--- src/ple_pkg.sv ---
`timescale 1ns / 1ps
// ----------------------------------------------------------------------------
// ple_pkg
// shared constants, request codes, controller states and port bundles of
// the palette lookup engine
// ----------------------------------------------------------------------------
package ple_pkg;

    localparam int PAL_ENTRIES = 256;
    localparam int IDX_W       = (PAL_ENTRIES > 1) ? $clog2(PAL_ENTRIES) : 1;
    localparam int CH_W        = 8;
    localparam int RGB_W       = 3 * CH_W;
    localparam int FAC_W       = 9;
    localparam int ACC_W       = 2 * CH_W;
    localparam int STEP_W      = 3;

    localparam logic [FAC_W-1:0]  BLEND_ONE = FAC_W'(256);
    localparam logic [STEP_W-1:0] MAC_LAST  = STEP_W'(5);

    typedef enum logic [1:0] {
        REQ_WRITE  = 2'd0,
        REQ_LOOKUP = 2'd1,
        REQ_SEARCH = 2'd2,
        REQ_BLEND  = 2'd3
    } req_t;

    typedef enum logic [3:0] {
        ST_IDLE,
        ST_FWD_RD,
        ST_FWD_OUT,
        ST_SRCH,
        ST_BLD_RDA,
        ST_BLD_RDB,
        ST_BLD_CAPB,
        ST_BLD_MAC
    } state_t;

    typedef struct packed {
        logic             wr_en;
        logic [IDX_W-1:0] wr_addr;
        logic [RGB_W-1:0] wr_data;
        logic             rd_en;
        logic [IDX_W-1:0] rd_addr;
    } ram_req_t;

    typedef struct packed {
        logic en;
        logic first;
    } mac_ctrl_t;

endpackage

--- src/ple_mac_unit.sv ---
`timescale 1ns / 1ps
// ----------------------------------------------------------------------------
// ple_mac_unit
// shared multiply-accumulate: one 9x8 product per cycle, summed into an
// accumulator that restarts on the first term of each channel
// ----------------------------------------------------------------------------
module ple_mac_unit
(
    input  logic                       clk,
    input  ple_pkg::mac_ctrl_t         ctrl,
    input  logic [ple_pkg::FAC_W-1:0]  weight,
    input  logic [ple_pkg::CH_W-1:0]   operand,
    output logic [ple_pkg::ACC_W-1:0]  sum
);

    logic [ple_pkg::ACC_W-1:0]              acc_reg;
    logic [ple_pkg::FAC_W+ple_pkg::CH_W-1:0] product;

    // blend terms never exceed 256*255, so the sum fits the accumulator
    assign product = weight * operand;
    assign sum     = (ctrl.first ? '0 : acc_reg) + product[ple_pkg::ACC_W-1:0];

    always_ff @(posedge clk)
    begin
        if (ctrl.en)
        begin
            acc_reg <= sum;
        end
    end

endmodule

--- config.mk ---
export PLATFORM = sky130hd
export DESIGN_NAME = ple_mac_unit
export DESIGN_NICKNAME = d
export VERILOG_FILES = /design/src/ple_pkg.sv /design/src/ple_mac_unit.sv
export SDC_FILE = /design/constraint.sdc
export NUM_CORES = 1
export LEC_CHECK = 0
export BUFFER_PORTS_ARGS = -buffer_cell sky130_fd_sc_hd__buf_4
export CORE_MARGIN = 3
export CORE_UTILIZATION = 50
export DETAILED_ROUTE_END_ITERATION = 10
export PLACE_DENSITY = 0.72
export SYNTH_ARGS = -nofsm -noshare
export SYNTH_HDL_FRONTEND = slang
export SYNTH_SLANG_ARGS = --single-unit
--- constraint.sdc ---
create_clock -name clk -period 4.6 [get_ports clk]
set_input_delay 0 -clock clk [delete_from_list [all_inputs] [get_ports clk]]
set_output_delay 0 -clock clk [all_outputs]
set_load 0.005 [all_outputs]
==> results.txt, run 1 <==
----------------------------------------------------
[Pwr]
  Design Power ... 2961 uW
  Peak supply drop ... between 0.001 and 0.0015 V
  Total power divided by cell area ... approximately 800 nW/um^2
  Static leakage ... 0.001856 uW

[STA]
  Final worst path period share ... 96.75%
  Setup Viol. Count Final ... 0
  Min Tclk post-route ... 4.450 ns
  Worst slew pin tran ... slightly below 0.3 ns
  Fmax ... 224.7 MHz
  Post-route clock skew ... between 0.007 and 0.008 ns
  Count of endpoints failing hold in the final timing report ... 0
  Worst rel slew slack ... a little over 80%
  Crit path setup slack, layout ... ~0.15 ns
  Final max-slew violation count ... 0

[Hold path]
  Number of cells traversed by the worst hold path ... 1
  Path type of the worst min-delay path ... in -> reg
  Worst Hold Endpoint ... acc_reg[15]
  Source of the worst hold timing path ... ctrl[1]

[CTS]
  CTS tree ... built
  Clock sinks ... 16
  Maximum level of the CTS H-tree ... 1
  Hold-fix buffers, CTS ... 0
  Total clock buffers created by CTS ... 3
  Buffer cell driving the clock tree root ... sky130_fd_sc_hd__clkbuf_8
  Clock slew at reported path FFs ... roughly 0.07 ns
  Max Buffers Root-to-Sink ... 2
  Later-pin clock latency in the skew report ... approximately 0.25 ns

[Synthesis]
  Commonest register cell after synthesis ... sky130_fd_sc_hd__edfxtp_1
  Synth Cell Area ... approximately 3200 sq um
  Syn_nets ... between 400 and 500
  Share of the synthesized area in the top cell type ... around a third
  Proportion of synthesized flip-flops having asynchronous set or reset ... 0%
  Yosys reg bits ... 16
  Avg Synthesized Cell Area ... roughly 9.5 sq um
  Largest area contributor in the netlist ... sky130_fd_sc_hd__fa_1
  Distinct cells, synth ... 28
  Count of warnings emitted by yosys ... 0
  Ranking of synthesized cells by area ... sky130_fd_sc_hd__fa_1 (35%), sky130_fd_sc_hd__edfxtp_1 (15%), sky130_fd_sc_hd__ha_1 (13%)
  Count of flip-flops with a built-in enable after synthesis ... 16
  Share of the yosys chip area belonging to registers ... around 15%
  Syn Inst Count ... around 340

[Worst setup path]
  Data arrival time at the worst-slack endpoint ... ~4.5 ns
  Required time of the worst setup path ... ~4.6 ns
  Endpoint kind of the worst setup timing path ... output port
  Reg-to-reg slack, setup ... about 0.28 ns
  Worst Setup Start Kind ... flop
  Endpoint of the worst-slack reg-to-reg timing path ... acc_reg[14]
  Crit Path Class ... reg -> out
  Reg2reg path depth ... 16
  Startpoint of the worst-slack reg-to-reg timing path ... acc_reg[4]
  CP Max Fanout ... 4

[Routing]
  Ratio of routed vias to standard cells ... around 4.9
  DRT Wirelength ... around 6500 um
  Vias after detailed routing ... approximately 2200
  Detailed-route wire length per cell ... roughly 14 um
  Number of design rule violations left after detail routing ... 0
  Antenna-violating nets left ... 0
  Iteration count of the initial detailed-routing pass ... 4
  Starting DRC count in detailed routing ... between 70 and 80

[Floorplanning]
  Die outline area ... ~7400 sq um
  Starting density of the core ... ~53%
  I/O pin count ... 36
  Die width ... approximately 86 um
  Core region area ... roughly 6100 sq um
  Number of core rows ... 28
  DIE HEIGHT ... ~86 um

[Cells and area]
  Ant diodes ... 0
  Flip-flop count of the largest register after layout ... 16
  Commonest non-fill, non-tap cell in the layout ... sky130_fd_sc_hd__inv_1
  Net count reported at finish ... around 500
  Layout cell share with drive strength beyond 1 ... about 14%
  Syn-to-layout area delta ... 14.40%
  Final Util ... 60.34%
  Commonest cells after routing, fill and taps aside ... sky130_fd_sc_hd__inv_1 (86), sky130_fd_sc_hd__fa_1 (56), sky130_fd_sc_hd__buf_4 (39)

[GRT]
  Initial antenna violation count ... 0
  Via count of the first global-routing pass ... 2450
  Met2 Use GR ... between 20 and 30%
  Largest net degree at the start of global routing ... 17
  Grt ovf ... 0
  Met3 track demand over resource in global routing ... under 10%
  Global routing's busiest layer ... met1
  Global-route met1 utilization ... a little under a third
  Wire length of the first global-routing pass ... between 10000 and 15000 um
  Global Route Usage Sum ... between 10% and 20%

[Place]
  Port Buf Inserts ... 35
  Routability congestion estimate ... 0.8002
  Worst setup slack before clock tree synthesis ... 0.09303 ns
  Post-DP HPWL ... around 5500 um

[Flow run]
  Max-capacitance violation count ... 0

[Outcome]
  Result of the run ... completed

----------------------------------------------------
==> stage by stage <==
stage          hold WS, ns   TNS, ns  cells  cell area (sq um)
2_1_floorplan       0.1125         0    337               3197
3_3_place_gp        0.3826         0    445               3550
3_5_place_dp        0.3872         0    445               3550
4_1_cts             0.1277         0    448               3610
5_1_grt             0.1282  -0.03331    451               3657
6_report            0.1192         0    451               3657
==> per-layer routing <==
metal  up-vias  share of wire, %
met1      1081                51
met5         -                 0
met3        11               4.3
li1       1093                 -
met4         0               1.5
met2        38                43
==> how the worst max path moves through the flow <==
stage	end	cells after the start	startpoint
floorplan	acc_reg[14]	15	acc_reg[6]
global placement	acc_reg[14]	15	acc_reg[6]
detailed placement	acc_reg[14]	15	acc_reg[6]
CTS	sum[14]	15	acc_reg[6]
global route	sum[15]	18	acc_reg[3]
finish	sum[14]	16	acc_reg[4]
==> cell families (layout without fill, tap and decap cells) <==
family                   after synthesis  in the layout  share of synthesized area (%)
AO/OA/AOI/OAI                         23             23                          5.128
buffers and inverters                 90            129                          10.57
AND/OR/NAND/NOR                      104            104                          17.18
adder cells (fa/ha/maj)               89             89                          47.98
XOR/XNOR                              15             15                          4.109
flip-flops                            16             16                          15.03
==> Yosys cell counts (3+ instances only) <==
master,number
sky130_fd_sc_hd__fa_1,56
sky130_fd_sc_hd__inv_1,87
sky130_fd_sc_hd__a21oi_1,6
sky130_fd_sc_hd__o21ai_0,5
sky130_fd_sc_hd__nand2b_1,13
sky130_fd_sc_hd__nand2_1,38
sky130_fd_sc_hd__xor2_1,4
sky130_fd_sc_hd__clkbuf_1,3
sky130_fd_sc_hd__edfxtp_1,16
sky130_fd_sc_hd__ha_1,33
sky130_fd_sc_hd__and2_1,38
sky130_fd_sc_hd__nor2b_1,8
sky130_fd_sc_hd__xnor2_1,11
sky130_fd_sc_hd__nor2_1,4
==> critical path: stages, from the launching register on <==
cell and delay [ns]:
sky130_fd_sc_hd__edfxtp_1 0.32, sky130_fd_sc_hd__nand2b_1 0.09, sky130_fd_sc_hd__fa_1 0.55, sky130_fd_sc_hd__inv_1 0.05
sky130_fd_sc_hd__fa_1 0.45, sky130_fd_sc_hd__ha_1 0.28, sky130_fd_sc_hd__inv_1 0.05, sky130_fd_sc_hd__fa_1 0.55
sky130_fd_sc_hd__inv_1 0.06, sky130_fd_sc_hd__ha_1 0.27, sky130_fd_sc_hd__a21oi_1 0.15, sky130_fd_sc_hd__nor2b_1 0.08
sky130_fd_sc_hd__a311o_2 0.40, sky130_fd_sc_hd__a21o_4 0.24, sky130_fd_sc_hd__a31o_1 0.21, sky130_fd_sc_hd__a311oi_2 0.29
sky130_fd_sc_hd__buf_4 0.17
==> power breakdown <==
group | switching [uW] | internal [uW] | total (uW)
Sequential | 20.0 | 328 | 348
Combinational | 1240 | 1260 | 2510
Clock | 48.9 | 58.1 | 107
==> what timing repair did <==
| item | in CTS | in global routing |
|---|---|---|
| endpoints found under the setup margin | 3 | 4 |
| setup buffers | 0 | 3 |
| gates cloned | 0 | 0 |
| pin swaps | 2 | 8 |
| gates resized for setup | 3 | 4 |
==> cell type report <==
cell class                      count  area (sq um)
Inverter                           87         326.6
Clock buffer                        3         41.29
Sequential cell                    16         480.5
Timing Repair Buffer               39         292.8
Tap cell                           75         93.84
Fill cell                         518          2404
Multi-Input combinational cell    231          2422
Note: power is estimated with default switching activity, not from simulation.
==> run 2, diff against run 1 <==
--- a/config.mk
+++ b/config.mk
@@ -6,10 +6,12 @@
 export NUM_CORES = 1
 export LEC_CHECK = 0
 export BUFFER_PORTS_ARGS = -buffer_cell sky130_fd_sc_hd__buf_4
+export CORE_ASPECT_RATIO = 0.8
 export CORE_MARGIN = 3
 export CORE_UTILIZATION = 50
 export DETAILED_ROUTE_END_ITERATION = 10
-export PLACE_DENSITY = 0.72
+export GPL_TIMING_DRIVEN = 0
+export PLACE_DENSITY = 0.73
 export SYNTH_ARGS = -nofsm -noshare
 export SYNTH_HDL_FRONTEND = slang
 export SYNTH_SLANG_ARGS = --single-unit
==> run 2 against run 1 <==
Sequential share of layout area about the same. Highest routed layer unchanged. Critical path type unchanged. Utilization rose by 0.47 points. Critical endpoint unchanged. Non-clock buffer count is the same.
==> results.txt, run 2 (synthesized netlist as in run 1, its figures left out) <==
----------------------------------------------------
[Worst setup path]
  Crit Path Class ... reg -> out
  Crit path cell chain ... nand2b_1 -> fa_1 -> inv_1 -> fa_1 -> inv_1 -> fa_1 -> fa_1 -> inv_2 -> ha_4 -> a21oi_2 -> nor2b_1 -> a311o_2 -> a21o_1 -> a31o_1 -> a311oi_2 -> buf_4
  Required time of the worst setup path ... 4.60 ns (about the same)
  CP Max Fanout ... 5 (+1)
  Critical path depth in cells ... 16 (unchanged)
  Kind of cell adding the most delay to the critical path ... adder cells
  Reg2reg path depth ... 15 (-1)
  Most common cell type on the critical path ... sky130_fd_sc_hd__fa_1
  Delay contributed by the slowest stage of the critical path ... 0.55 ns (about the same)
  Endpoint kind of the worst setup timing path ... output port
  Worst Setup Start Kind ... flop
  Buffers and inverters on the worst path ... 4 (unchanged)
  Data arrival time at the worst-slack endpoint ... 4.51 ns (+0.06 ns)
  Slowest CP cell ... sky130_fd_sc_hd__fa_1

[GRT]
  Via count of the first global-routing pass ... 2365 (-3.5%)
  Largest net degree at the start of global routing ... 17 (unchanged)
  Grt ovf ... 0 (unchanged)
  Global Route Usage Sum ... 20.19% (+0.43 points)
  Initial antenna violation count ... 0 (unchanged)
  Wire length of the first global-routing pass ... 11650 um (-1.3%)

[Cells and area]
  Syn-to-layout area delta ... 14.83%
  Area of the multi-input gates ... 2440 sq um (+0.72%)
  Net count reported at finish ... 487 (unchanged)
  Final-layout fill cell count ... 517 (-0.19%)
  Final Util ... 60.81% (+0.47 points)
  Commonest non-fill, non-tap cell in the layout ... sky130_fd_sc_hd__inv_1
  Area of all placed cells without fillers ... 3671 sq um (+0.38%)
  Layout cell share with drive strength beyond 1 ... 13.83% (unchanged)
  Storage element area ... 480.5 sq um (unchanged)
  Flip-flop count of the largest register after layout ... 16 (unchanged)
  Ant diodes ... 0 (unchanged)
  Commonest cells after routing, fill and taps aside ... sky130_fd_sc_hd__inv_1 (86), sky130_fd_sc_hd__fa_1 (56), sky130_fd_sc_hd__and2_1 (38), sky130_fd_sc_hd__nand2_1 (38), sky130_fd_sc_hd__buf_4 (36)

[Pwr]
  Static leakage ... 0.001848 uW (-0.43%)
  Design Power ... 2969 uW (+0.25%)
  Total power divided by cell area ... 808.7 nW/um^2 (-0.12%)
  Peak supply drop ... 0.0008894 V (-13%)

[Floorplanning]
  Core region area ... 6037 sq um (-0.39%)
  DIE HEIGHT ... 77.52 um (-9.8%)
  I/O pin count ... 36 (unchanged)
  Die outline area ... 7395 sq um (about the same)
  Starting density of the core ... 52.95% (+0.21 points)
  Die width ... 95.40 um (+11%)
  Number of core rows ... 25 (-11%)

[Routing]
  Starting DRC count in detailed routing ... 102 (+29%)
  Detailed-route wire length per cell ... 14.59 um (+1.8%)
  DRT Wirelength ... 6667 um (+3.1%)
  Iteration count of the initial detailed-routing pass ... 4 (unchanged)
  Ratio of routed vias to standard cells ... 4.928 (about the same)
  Antenna-violating nets left ... 0 (unchanged)
  Number of design rule violations left after detail routing ... 0 (unchanged)
  Vias after detailed routing ... 2252 (+1.3%)

[Hold path]
  Path type of the worst min-delay path ... in -> reg
  Number of cells traversed by the worst hold path ... 1 (unchanged)

[CTS]
  Clock slew at reported path FFs ... 0.06 ns (about the same)
  Total clock buffers created by CTS ... 3 (unchanged)
  Clock sinks ... 16 (unchanged)
  Buffer cell driving the clock tree root ... sky130_fd_sc_hd__clkbuf_8
  Maximum level of the CTS H-tree ... 1 (unchanged)
  CTS tree ... built
  Later-pin clock latency in the skew report ... 0.26 ns (about the same)
  Max Buffers Root-to-Sink ... 2 (unchanged)

[STA]
  Final max-slew violation count ... 0 (unchanged)
  Worst slew pin tran ... 0.3930 ns (+0.1025 ns)
  RSZ-0062 raised after global routing ... yes
  Fmax ... 221.5 MHz (-1.4%)
  Final worst path period share ... 98.13% (+1.4 points)
  Count of endpoints failing hold in the final timing report ... 0 (unchanged)
  Setup Viol. Count Final ... 0 (unchanged)
  Worst rel slew slack ... 73.80% (-6.7 points)
  Min Tclk post-route ... 4.514 ns (+0.06333 ns)
  Post-route clock skew ... 0.003426 ns (-0.003733 ns)

[Place]
  Area after detailed placement ... 3546 sq um (-0.11%)
  Routability congestion estimate ... 0.8060 (+0.72%)
  Post-DP HPWL ... 5559 um (+0.96%)
  Port Buf Inserts ... 33 (-5.7%)

[Outcome]
  Result of the run ... completed

[Flow run]
  Max-capacitance violation count ... 0 (unchanged)

----------------------------------------------------
run 2: where the power goes:
group	switching, uW	internal [uW]	total (uW)	leakage (uW)
Combinational	1250	1260	2510	0.00167
Sequential	20.8	328	349	0.000157
Clock	51.8	58.3	110	0.0000216
run 2: final timing paths:
path | from | end | slack [ns]
worst max register to register | acc_reg[6] | acc_reg[14] | 0.32
worst min register to register | acc_reg[0] | acc_reg[0] | 0.70
worst min-delay path | ctrl[1] | acc_reg[6] | 0.13
worst max-delay path | acc_reg[6] | sum[14] | 0.09
run 2: layout make-up:
| type | instances | share of cell area [%] |
|---|---|---|
| multi-input cells | 231 | 66.46 |
| clock buffers | 3 | 1.125 |
| well taps | 81 | 2.761 |
| repair buffers | 36 | 7.362 |
| plain buffers | 3 | 0.3067 |
| flip-flops and latches | 16 | 13.09 |
| inverters | 87 | 8.896 |
run 2: per-stage QoR:
step / instances / hold slack [ns] / setup TNS [ns] / setup WS, ns
after global placement: 451 / 0.3935 / -0.2025 / -0.08650
after detailed placement: 451 / 0.3987 / -0.5141 / -0.1434
final: 457 / 0.1271 / 0 / 0.08619
after CTS: 454 / 0.1301 / -0.03567 / -0.03567
after floorplan: 337 / 0.1125 / 0 / 0.2654
after global routing: 457 / 0.1365 / -0.04779 / -0.04779
run 2: repair_timing:
item | in CTS | in global routing
hold buffers | 0 | 0
pin swaps | 1 | 16
endpoints found under the setup margin | 4 | 5
setup buffers | 0 | 3
gates resized for setup | 3 | 7
run 2: metal layers:
metal  track usage (%)  wire length (um)
met3             2.422               330
met2             28.58              2851
met4             4.545                44
met5                 0                 0
met1             32.81              3441
==> run 3, diff against run 2 <==
==> constraint.sdc (replaced) <==
create_clock -name clk -period 4.6 [get_ports clk]
set_input_delay 0 -clock clk [delete_from_list [all_inputs] [get_ports clk]]
set_output_delay 0 -clock clk [all_outputs]
set_load 0.01 [all_outputs]
==> run 3 against run 2 <==
Count of clock-buffer cells in the layout unchanged. Non-clock buffer count unchanged. Flip-flop and latch count unchanged. Sequential share of layout area about the same. Clock power about the same. Maximum frequency down 0.87%. Sequential power about the same. Critical path depth down 1. Worst hold slack worse by 0.0056 ns.
==> results.txt, run 3 (synthesized netlist as in run 1, its figures left out) <==
----------------------------------------------------
[Outcome]
  Result of the run ... completed

[STA]
  WHS ... 0.1215 ns (-0.005566 ns)
  Summed negative setup slack over all endpoints ... 0 ns (unchanged)
  Min Tclk post-route ... 4.553 ns (+0.03966 ns)
  Count of endpoints failing hold in the final timing report ... 0 (unchanged)
  RSZ-0062 raised after global routing ... yes
  Worst slew pin tran ... 0.3812 ns (-0.01177 ns)
  Final max-slew violation count ... 0 (unchanged)
  Worst rel slew slack ... 74.59% (+0.78 points)
  Setup Viol. Count Final ... 0 (unchanged)
  Post-route clock skew ... 0.005255 ns (+0.001829 ns)
  Fmax ... 219.6 MHz (-0.87%)
  Final worst path period share ... 98.99% (+0.86 points)

[Hold path]
  Path type of the worst min-delay path ... in -> reg

[Floorplanning]
  Die width ... 95.40 um (unchanged)
  Number of core rows ... 25 (unchanged)
  Starting density of the core ... 52.95% (unchanged)
  Die outline area ... 7395 sq um (unchanged)
  DIE HEIGHT ... 77.52 um (unchanged)
  Core region area ... 6037 sq um (unchanged)
  I/O pin count ... 36 (unchanged)

[Cells and area]
  Final-layout fill cell count ... 517 (unchanged)
  Net count reported at finish ... 487 (unchanged)
  Final cell count without fillers ... 457 (unchanged)
  Layout cell share with drive strength beyond 1 ... 14.10% (+0.27 points)
  Final Util ... 60.66% (-0.15 points)
  Commonest non-fill, non-tap cell in the layout ... sky130_fd_sc_hd__inv_1
  Flip-flop count of the largest register after layout ... 16 (unchanged)
  Syn-to-layout area delta ... 14.56%
  Commonest cells after routing, fill and taps aside ... sky130_fd_sc_hd__inv_1 (85), sky130_fd_sc_hd__fa_1 (56), sky130_fd_sc_hd__and2_1 (38), sky130_fd_sc_hd__nand2_1 (38), sky130_fd_sc_hd__buf_4 (36)
  Ant diodes ... 0 (unchanged)

[GRT]
  Initial antenna violation count ... 0 (unchanged)
  Largest net degree at the start of global routing ... 17 (unchanged)
  Global Route Usage Sum ... 20.19% (unchanged)
  Wire length of the first global-routing pass ... 11650 um (unchanged)
  Via count of the first global-routing pass ... 2365 (unchanged)
  Grt ovf ... 0 (unchanged)

[CTS]
  Total clock buffers created by CTS ... 3 (unchanged)
  Max Buffers Root-to-Sink ... 2 (unchanged)
  Clock sinks ... 16 (unchanged)
  Buffer cell driving the clock tree root ... sky130_fd_sc_hd__clkbuf_8
  Clock slew at reported path FFs ... 0.07 ns (about the same)
  Later-pin clock latency in the skew report ... 0.26 ns (about the same)
  Maximum level of the CTS H-tree ... 1 (unchanged)
  CTS tree ... built

[Place]
  Routability congestion estimate ... 0.8060 (unchanged)
  Post-DP HPWL ... 5559 um (unchanged)
  Port Buf Inserts ... 33 (unchanged)
  Cells after DPL ... 451 (unchanged)

[Worst setup path]
  Buffers and inverters on the worst path ... 4 (unchanged)
  Crit path cell chain ... nand2b_1 -> fa_1 -> inv_1 -> fa_1 -> fa_1 -> inv_1 -> fa_1 -> inv_1 -> ha_4 -> nor2b_1 -> a311o_2 -> a21o_1 -> a31o_1 -> a311oi_2 -> buf_4
  CP Max Fanout ... 4 (-1)
  Worst Setup Start Kind ... flop
  Kind of cell adding the most delay to the critical path ... adder cells
  Delay contributed by the slowest stage of the critical path ... 0.54 ns (about the same)
  Data arrival time at the worst-slack endpoint ... 4.55 ns (+0.04 ns)
  Most common cell type on the critical path ... sky130_fd_sc_hd__fa_1
  Crit Path Class ... reg -> out
  Endpoint kind of the worst setup timing path ... output port
  Required time of the worst setup path ... 4.60 ns (about the same)
  Slowest CP cell ... sky130_fd_sc_hd__fa_1

[Routing]
  DRT Wirelength ... 6627 um (-0.60%)
  Iteration count of the initial detailed-routing pass ... 4 (unchanged)
  Ratio of routed vias to standard cells ... 4.882 (-0.93%)
  Vias after detailed routing ... 2231 (-0.93%)
  Starting DRC count in detailed routing ... 79 (-23%)
  Number of design rule violations left after detail routing ... 0 (unchanged)
  Detailed-route wire length per cell ... 14.50 um (-0.60%)
  Antenna-violating nets left ... 0 (unchanged)

[Pwr]
  Design Power ... 3062 uW (+3.1%)
  Total power divided by cell area ... 836.0 nW/um^2 (+3.4%)
  Static leakage ... 0.001847 uW (about the same)
  Peak supply drop ... 0.0009573 V (+7.6%)

[Flow run]
  Max-capacitance violation count ... 0 (unchanged)

----------------------------------------------------
==> run 3: layout make-up <==
cell class | count | area, sq um | area share, %
clock buffer | 3 | 41.29 | 1.127
tap | 81 | 101.3 | 2.767
buffer | 3 | 11.26 | 0.3075
multi-input combinational | 231 | 2431 | 66.38
inverter | 87 | 326.6 | 8.917
sequential | 16 | 480.5 | 13.12
timing repair buffer | 36 | 270.3 | 7.380
==> run 3: worst paths after layout <==
kind,slack [ns],start,cells after the start,endpoint
worst max register to register,0.29,acc_reg[7],14,acc_reg[14]
worst max-delay path,0.05,acc_reg[7],15,sum[14]
worst min-delay path,0.12,ctrl[1],1,acc_reg[15]
worst min register to register,0.70,acc_reg[0],2,acc_reg[0]
==> run 3: metal layers <==
metal	GRT usage [%]	share of wire [%]
met5	0	0
met1	32.81	51
met4	4.545	0.86
met2	28.58	42
met3	2.422	5.5
==> run 3: where the power goes <==
group          internal (uW)  total (uW)  switching [uW]
Combinational           1240        2600            1360
Sequential               328         349            20.7
Clock                   58.4         111            52.5
==> run 3: what timing repair did <==
| action | 4_1_cts | 5_1_grt |
|---|---|---|
| hold buffers | 0 | 0 |
| buffers inserted | 0 | 3 |
| setup endpoints to repair | 4 | 4 |
| gates resized for setup | 3 | 8 |
| pin swaps | 4 | 14 |
==> run 3: stage by stage <==
| stage | area [sq um] | setup slack [ns] |
|---|---|---|
| floorplan | 3197 | 0.1025 |
| global placement | 3546 | -0.08650 |
| detailed placement | 3546 | -0.1434 |
| CTS | 3601 | 0.006769 |
| global route | 3662 | -0.07617 |
| finish | 3662 | 0.04653 |
